### config.mk
export PLATFORM = sky130hd
export DESIGN_NAME = three_axis_leaky_lowpass_core
export DESIGN_NICKNAME = d
export VERILOG_FILES = /design/src/hw/rtl/tallp_pkg.sv /design/src/hw/rtl/three_axis_leaky_lowpass_core.sv /design/src/hw/rtl/tallp_lane.sv /design/src/hw/rtl/tallp_merge.sv
export SDC_FILE = /design/constraint.sdc
export NUM_CORES = 1
export LEC_CHECK = 0
export BUFFER_PORTS_ARGS = -buffer_cell sky130_fd_sc_hd__buf_2
export CAP_MARGIN = 15
export CORE_ASPECT_RATIO = 0.75
export CORE_UTILIZATION = 54
export CTS_CLUSTER_DIAMETER = 80
export DETAILED_ROUTE_END_ITERATION = 12
export PLACE_DENSITY = 0.8
export SETUP_SLACK_MARGIN = 0.4
export SKIP_LAST_GASP = 1
export SYNTH_ARGS = -nofsm -noshare
export SYNTH_HDL_FRONTEND = slang
export SYNTH_HIERARCHICAL = 1
export SYNTH_SLANG_ARGS = --single-unit
### constraint.sdc
create_clock -name i_clk -period 9.1 [get_ports i_clk]
set_clock_uncertainty 0.05 [all_clocks]
set_input_delay 0 -clock i_clk [delete_from_list [all_inputs] [get_ports i_clk]]
set_output_delay 0 -clock i_clk [all_outputs]
set_load 0.03 [all_outputs]
### src/hw/rtl/tallp_pkg.sv
// Shared types and constants for the three-axis leaky low-pass filter.
`timescale 1ns / 1ps

package tallp_pkg;

    localparam int NUM_AXES  = 3;
    localparam int SAMPLE_W  = 16;
    localparam int ACC_W     = 32;
    localparam int TC_W      = 15;
    localparam int CNT_W     = $clog2(ACC_W);
    localparam int REM_W     = TC_W + 1;

    localparam logic [TC_W-1:0] TC_RESET = TC_W'(8);

    typedef logic signed [SAMPLE_W-1:0] t_sample;
    typedef logic signed [ACC_W-1:0]    t_acc;
    typedef logic [TC_W-1:0]            t_tc;

    typedef struct packed {
        logic start;
        logic take;
    } t_lane_ctl;

endpackage

### src/hw/rtl/three_axis_leaky_lowpass_core.sv
// Top level of the three-axis leaky low-pass filter.
`timescale 1ns / 1ps
// Exponential moving average over three signed 16-bit axes.
// Input channel: i_raw_x/y/z with i_valid; the core drives o_stall. A transaction is
// taken at a clock edge with i_valid high and o_stall low.
// Output channel: o_filtered_x/y/z with o_valid; the receiver drives i_stall, and
// the result holds steady while stalled.
// Each axis has its own lane with a 32-bit accumulator and a one-bit-per-cycle
// restoring divider; the three lanes run in lockstep and the output stage
// collects their quotients. The divider's 32 steps are followed by an update
// step and a hand-off to the output register, and a new input is taken once the
// previous result has moved to the output register.
// A finished result may wait in the output register while the next input
// transaction is already being processed; if that wait lasts past the division,
// the lanes hold their results and o_stall stays high.
// The user must write the time constant through i_cfg_wr_en/i_cfg_wr_data only
// while idle; the block itself does not enforce this. A value of zero acts as one.
// Synchronous reset clears the accumulators, sets the time constant to 8 and
// empties the output register. No clearing pass is needed.

module three_axis_leaky_lowpass_core (
    input  logic                 i_clk,
    input  logic                 i_rst_n,
    input  logic                 i_valid,
    output logic                 o_stall,
    input  logic signed [15:0]   i_raw_x,
    input  logic signed [15:0]   i_raw_y,
    input  logic signed [15:0]   i_raw_z,
    output logic                 o_valid,
    input  logic                 i_stall,
    output logic signed [15:0]   o_filtered_x,
    output logic signed [15:0]   o_filtered_y,
    output logic signed [15:0]   o_filtered_z,
    input  logic                 i_cfg_wr_en,
    input  logic [14:0]          i_cfg_wr_data
);

    tallp_pkg::t_tc       r_tc;
    logic                 r_busy;
    tallp_pkg::t_tc       divisor;
    tallp_pkg::t_lane_ctl lane_ctl;
    logic                 accept;
    logic                 take;
    logic [tallp_pkg::NUM_AXES-1:0] done;
    tallp_pkg::t_sample   raw  [tallp_pkg::NUM_AXES];
    tallp_pkg::t_sample   quot [tallp_pkg::NUM_AXES];
    tallp_pkg::t_sample   filt [tallp_pkg::NUM_AXES];

    assign accept  = i_valid && !r_busy;
    assign o_stall = r_busy;
    assign divisor = (r_tc == '0) ? tallp_pkg::t_tc'(1) : r_tc;

    assign lane_ctl.start = accept;
    assign lane_ctl.take  = take;

    assign raw[0] = i_raw_x;
    assign raw[1] = i_raw_y;
    assign raw[2] = i_raw_z;

    always_ff @(posedge i_clk) begin
        if (!i_rst_n) begin
            r_tc   <= tallp_pkg::TC_RESET;
            r_busy <= 1'b0;
        end else begin
            if (i_cfg_wr_en) begin
                r_tc <= i_cfg_wr_data;
            end
            if (accept) begin
                r_busy <= 1'b1;
            end else if (take) begin
                r_busy <= 1'b0;
            end
        end
    end

    for (genvar g = 0; g < tallp_pkg::NUM_AXES; g++) begin : g_lane
        tallp_lane u_lane (
            .i_clk     (i_clk),
            .i_rst_n   (i_rst_n),
            .i_ctl     (lane_ctl),
            .i_raw     (raw[g]),
            .i_divisor (divisor),
            .o_done    (done[g]),
            .o_quot    (quot[g])
        );
    end

    tallp_merge u_merge (
        .i_clk   (i_clk),
        .i_rst_n (i_rst_n),
        .i_done  (done),
        .i_quot  (quot),
        .i_stall (i_stall),
        .o_take  (take),
        .o_valid (o_valid),
        .o_filt  (filt)
    );

    assign o_filtered_x = filt[0];
    assign o_filtered_y = filt[1];
    assign o_filtered_z = filt[2];

endmodule

### src/hw/rtl/tallp_lane.sv
// One axis lane: accumulator, bit-serial divider, saturation and update.
`timescale 1ns / 1ps

module tallp_lane (
    input  logic                i_clk,
    input  logic                i_rst_n,
    input  tallp_pkg::t_lane_ctl i_ctl,
    input  tallp_pkg::t_sample  i_raw,
    input  tallp_pkg::t_tc      i_divisor,
    output logic                o_done,
    output tallp_pkg::t_sample  o_quot
);

    typedef enum logic [1:0] {
        S_IDLE,
        S_DIV,
        S_FIN,
        S_HOLD
    } t_state;

    localparam logic signed [tallp_pkg::ACC_W+1:0] ACC_MAX =
        {3'b000, {(tallp_pkg::ACC_W-1){1'b1}}};
    localparam logic signed [tallp_pkg::ACC_W+1:0] ACC_MIN =
        {3'b111, {(tallp_pkg::ACC_W-1){1'b0}}};

    t_state                              r_state, n_state;
    tallp_pkg::t_acc                     r_acc, n_acc;
    tallp_pkg::t_sample                  r_raw, n_raw;
    tallp_pkg::t_tc                      r_div, n_div;
    logic [tallp_pkg::REM_W-1:0]         r_rem, n_rem;
    logic [tallp_pkg::ACC_W-1:0]         r_dvd, n_dvd;
    logic [tallp_pkg::CNT_W-1:0]         r_cnt, n_cnt;
    logic                                r_neg, n_neg;
    tallp_pkg::t_sample                  r_quot, n_quot;

    logic [tallp_pkg::REM_W-1:0]         trial;
    logic                                qbit;
    tallp_pkg::t_sample                  q_sat;
    logic signed [tallp_pkg::ACC_W+1:0]  sum;

    always_comb begin
        trial = {r_rem[tallp_pkg::REM_W-2:0], r_dvd[tallp_pkg::ACC_W-1]};
        qbit  = (trial >= {1'b0, r_div});

        if (r_neg) begin
            if ((|r_dvd[tallp_pkg::ACC_W-1:tallp_pkg::SAMPLE_W]) ||
                (r_dvd[tallp_pkg::SAMPLE_W-1] && (|r_dvd[tallp_pkg::SAMPLE_W-2:0]))) begin
                q_sat = {1'b1, {(tallp_pkg::SAMPLE_W-1){1'b0}}};
            end else begin
                q_sat = tallp_pkg::t_sample'(-r_dvd[tallp_pkg::SAMPLE_W-1:0]);
            end
        end else begin
            if (|r_dvd[tallp_pkg::ACC_W-1:tallp_pkg::SAMPLE_W-1]) begin
                q_sat = {1'b0, {(tallp_pkg::SAMPLE_W-1){1'b1}}};
            end else begin
                q_sat = tallp_pkg::t_sample'(r_dvd[tallp_pkg::SAMPLE_W-1:0]);
            end
        end

        sum = (tallp_pkg::ACC_W+2)'(r_acc) + (tallp_pkg::ACC_W+2)'(r_raw)
            - (tallp_pkg::ACC_W+2)'(q_sat);

        n_state = r_state;
        n_acc   = r_acc;
        n_raw   = r_raw;
        n_div   = r_div;
        n_rem   = r_rem;
        n_dvd   = r_dvd;
        n_cnt   = r_cnt;
        n_neg   = r_neg;
        n_quot  = r_quot;

        unique case (r_state)
            S_IDLE: begin
                if (i_ctl.start) begin
                    n_raw   = i_raw;
                    n_div   = i_divisor;
                    n_neg   = r_acc[tallp_pkg::ACC_W-1];
                    n_dvd   = r_acc[tallp_pkg::ACC_W-1] ? (-r_acc) : r_acc;
                    n_rem   = '0;
                    n_cnt   = '0;
                    n_state = S_DIV;
                end
            end
            S_DIV: begin
                n_rem = qbit ? (trial - {1'b0, r_div}) : trial;
                n_dvd = {r_dvd[tallp_pkg::ACC_W-2:0], qbit};
                n_cnt = r_cnt + 1'b1;
                if (r_cnt == tallp_pkg::CNT_W'(tallp_pkg::ACC_W - 1)) begin
                    n_state = S_FIN;
                end
            end
            S_FIN: begin
                n_quot = q_sat;
                if (sum > ACC_MAX) begin
                    n_acc = tallp_pkg::t_acc'(ACC_MAX);
                end else if (sum < ACC_MIN) begin
                    n_acc = tallp_pkg::t_acc'(ACC_MIN);
                end else begin
                    n_acc = tallp_pkg::t_acc'(sum);
                end
                n_state = S_HOLD;
            end
            S_HOLD: begin
                if (i_ctl.take) begin
                    n_state = S_IDLE;
                end
            end
            default: n_state = S_IDLE;
        endcase
    end

    always_ff @(posedge i_clk) begin
        if (!i_rst_n) begin
            r_state <= S_IDLE;
            r_acc   <= '0;
        end else begin
            r_state <= n_state;
            r_acc   <= n_acc;
        end
        r_raw  <= n_raw;
        r_div  <= n_div;
        r_rem  <= n_rem;
        r_dvd  <= n_dvd;
        r_cnt  <= n_cnt;
        r_neg  <= n_neg;
        r_quot <= n_quot;
    end

    assign o_done = (r_state == S_HOLD);
    assign o_quot = r_quot;

endmodule

### src/hw/rtl/tallp_merge.sv
// Output stage that gathers the lane results into one output transaction.
`timescale 1ns / 1ps

module tallp_merge (
    input  logic                i_clk,
    input  logic                i_rst_n,
    input  logic [tallp_pkg::NUM_AXES-1:0] i_done,
    input  tallp_pkg::t_sample  i_quot [tallp_pkg::NUM_AXES],
    input  logic                i_stall,
    output logic                o_take,
    output logic                o_valid,
    output tallp_pkg::t_sample  o_filt [tallp_pkg::NUM_AXES]
);

    logic               r_valid;
    tallp_pkg::t_sample r_filt [tallp_pkg::NUM_AXES];

    assign o_take = (&i_done) && (!r_valid || !i_stall);

    always_ff @(posedge i_clk) begin
        if (!i_rst_n) begin
            r_valid <= 1'b0;
        end else if (o_take) begin
            r_valid <= 1'b1;
        end else if (!i_stall) begin
            r_valid <= 1'b0;
        end
        if (o_take) begin
            r_filt <= i_quot;
        end
    end

    assign o_valid = r_valid;
    assign o_filt  = r_filt;

endmodule

==> run_results.csv <==
group,metric,value,unit
sta,rsz0062_at_grt,"false",
worst_setup_path,cp_data_required_time,9.56,ns
logic_synthesis,syn_inst,3144,
logic_synthesis,synth_edf_count,348,
logic_synthesis,ys.warnings.count,6,
sta,tightest_slew,1.26,ns
sta,final_hold_viol_count,0,
sta,finalMaxSlewViolations,0,
worst_setup_path,start_kind,"flip-flop",
placed_design,io_buffer_count,117,
sta,fmax,0.124,GHz
cts,cts_max_level,2,
sta,timing.final.crit_share,0.888,
routing,avgViaCountPerCell,6.01,
floorplan,start_util,0.548,
placed_design,place_hpwl,53.4,mm
logic_synthesis,synth_top_area_frac,0.340,
routing,drt_pre_antenna_iters,8,
worst_setup_path,critPathBufInv,3,
worst_setup_path,r2r_start,"g_lane[1].u_lane/r_dvd[0]",
global_routing,grt_max_degree,87,
worst_setup_path,crit_path_start,"g_lane[1].u_lane/r_dvd[0]",
global_routing,grt_use_total,0.259,
floorplan,io_pins,118,
cells_and_area,syn_to_final_growth,12.4,%
cts,cts_made_buffers,49,
cells_and_area,mostFrequentLayoutCells,"edfxtp_1, nand2_1, o21ai_0",
worst_setup_path,worst-setup-path-type,"reg2reg",
cells_and_area,diodes,0,
floorplan,design.core.area,0.0561,mm2
logic_synthesis,syn_nets,3482,
global_routing,grt_overflow,0,
routing,drt.antenna.violating_nets,0,
run_status,status,"complete, no violations",
cells_and_area,n_fill_cell,4499,
routing,detail_route.iter0.violations,2958,
floorplan,die_area,0.0580,mm2
global_routing,first_global_vias,22900,
logic_synthesis,async_flop_share,0,
logic_synthesis,yosysTopAreaCell,"edfxtp_1",
sta,finalCriticalPeriod,8.08,ns
routing,drc,0,
cts,cts_setup_buffers,0,
sta,tns,0,ns
worst_setup_path,end_kind,"flip-flop",
cells_and_area,nets,3638,
worst_setup_path,cpLargestDelayFamily,"compound AO/OA/AOI/OAI gates",
sta,max-slew-margin-rel,0.148,
cts,clock_latency,0.60,ns
cells_and_area,layout_commonest_cell,"edfxtp_1",
min_path,hp-class,"in2reg",
worst_setup_path,path_cells,"inv_1 > ha_1 > nor3b_1 > nand4_1 > or3_1 > or3_1 > o21ai_0 > nand2b_1 > inv_2 > nand2_1 > o311ai_1 > fa_1 > inv_1 > ha_1 > a21o_1 > a211o_1 > a211oi_1 > o21ai_1 > a211oi_1 > xnor2_1 > o31ai_2 > nand3_2 > o211ai_1",
routing,wl,75.3,mm
global_routing,antenna_found_initial,1,
cts,cts_tree,"yes",
logic_synthesis,avgSynthCellArea,9.79,um2
logic_synthesis,ys_ff_latch,467,
logic_synthesis,synth.area.top_cells,"edfxtp_1, dfxtp_1, ha_1, fa_1, o21ai_0",
cts,cts_max_path_buffers,3,
min_path,hp-start,"i_raw_z[0]",
cts,clock-root-buffer,"clkbuf_16",
sta,setup-violations-final,0,
logic_synthesis,ys_seq_area_frac,0.417,
worst_setup_path,crit_fanout,24,
logic_synthesis,synth_cell_types,85,
cts,cts.sinks,467,
job,maxCapViolCount,0,
cts,clk_pin_slew,0.06,ns
floorplan,fp.dieW,278,um
floorplan,rows,75,
worst_setup_path,arrival,8.54,ns
global_routing,grt_pass1_wl,122,mm
routing,via_count,24500,
placed_design,gp_congestion,0.945,
routing,post_drt_wl_per_cell,18.5,um
worst_setup_path,cp_slowest_cell,"o311ai_1",
floorplan,die_h,209,um
cells_and_area,drive_gt1_frac,0.0859,
logic_synthesis,synth_ff_type,"edfxtp_1",
worst_setup_path,cpPeakStageDelay,0.77,ns
logic_synthesis,syn_area,0.0308,mm2
==> flip-flops by register name (all words and copies together) (netlist names) <==
register               cells
g_lane.u_lane/r_acc       96
g_lane.u_lane/o_quot      48
g_lane.u_lane/r_raw       48
r_tc                      15
g_lane.u_lane/r_neg        3
g_lane.u_lane/r_div       45
u_merge/o_filt            48
g_lane.u_lane/r_state      6
u_merge/o_valid            1
g_lane.u_lane/r_rem       45
o_stall                    1
g_lane.u_lane/r_cnt       15
g_lane.u_lane/r_dvd       96
==> per-stage QoR <==
stage,hold slack [ns],instances,area (um2),utilization,setup slack [ns]
after global routing,0.0503,4072,34600,0.617,0.468
after floorplan,0.0489,3144,30800,-,1.93
after global placement,0.127,3892,32000,0.570,1.60
final,0.0631,4072,34600,0.617,1.02
after CTS,0.0269,4069,34500,0.616,1.20
after detailed placement,0.128,3892,32000,0.570,1.31
==> synth_stat cells, drive strengths merged (21+ instances only) <==
library cell,instances
o211ai,50
nor2,116
mux2i,52
clkbuf,115
inv,260
or2,21
nand3,52
fa,99
o21a,41
nor4,31
a21oi,185
nand2,306
nand2b,43
o21ai,325
nor3,41
xor2,99
ha,171
or3,50
and2,29
o311ai,21
edfxtp,348
xnor2,101
o31ai,39
a21o,55
nand4,26
nor2b,86
a31oi,21
and3,26
a211oi,27
dfxtp,119
==> metal layers <==
metal | global-route usage | up-vias | wire (um)
met2 | 0.384 | 1002 | 32100
met5 | 0 | - | 0
met3 | 0.0439 | 130 | 6240
met1 | 0.395 | 11600 | 35500
li1 | - | 11700 | -
met4 | 0.0606 | 0 | 1560
==> timing repair <==
item | CTS | global route
setup endpoints to repair | 0 | 19
resized for setup | 0 | 1
endpoints found under the hold margin | 78 | 0
hold buffers | 85 | 0
==> kinds of logic after synthesis <==
kind of cell               synth area share
xor gates and xnor gates             0.0569
DFF                                   0.417
adders and majority gates             0.134
buffers and inverters                0.0481
and+or+nand+nor                       0.144
AOI/OAI and AO/OA                     0.182
muxes                                0.0184
==> area by class of cell <==
cell class / count / area, um2 / area share
tap: 731 / 915 / 0.0264
clock buffer: 56 / 1290 / 0.0374
sequential: 467 / 12800 / 0.371
inverter: 260 / 976 / 0.0282
timing repair buffer: 232 / 1690 / 0.0487
clock inverter: 36 / 390 / 0.0113
multi-input combinational: 2290 / 16500 / 0.477
==> final timing paths <==
path | endpoint | slack, ns | cells past startpoint
worst max-delay path | g_lane[1].u_lane/r_acc[14] | 1.02 | 23
worst min-delay path | g_lane[2].u_lane/r_raw[0] | 0.06 | 2
worst max register to register | g_lane[1].u_lane/r_acc[14] | 1.02 | 23
worst min register to register | u_merge/o_filt[44] | 0.37 | 0
Power is left out: the tool's default activity adds up to more than one toggle a clock period on the data nets, which glitch-free logic cannot reach.
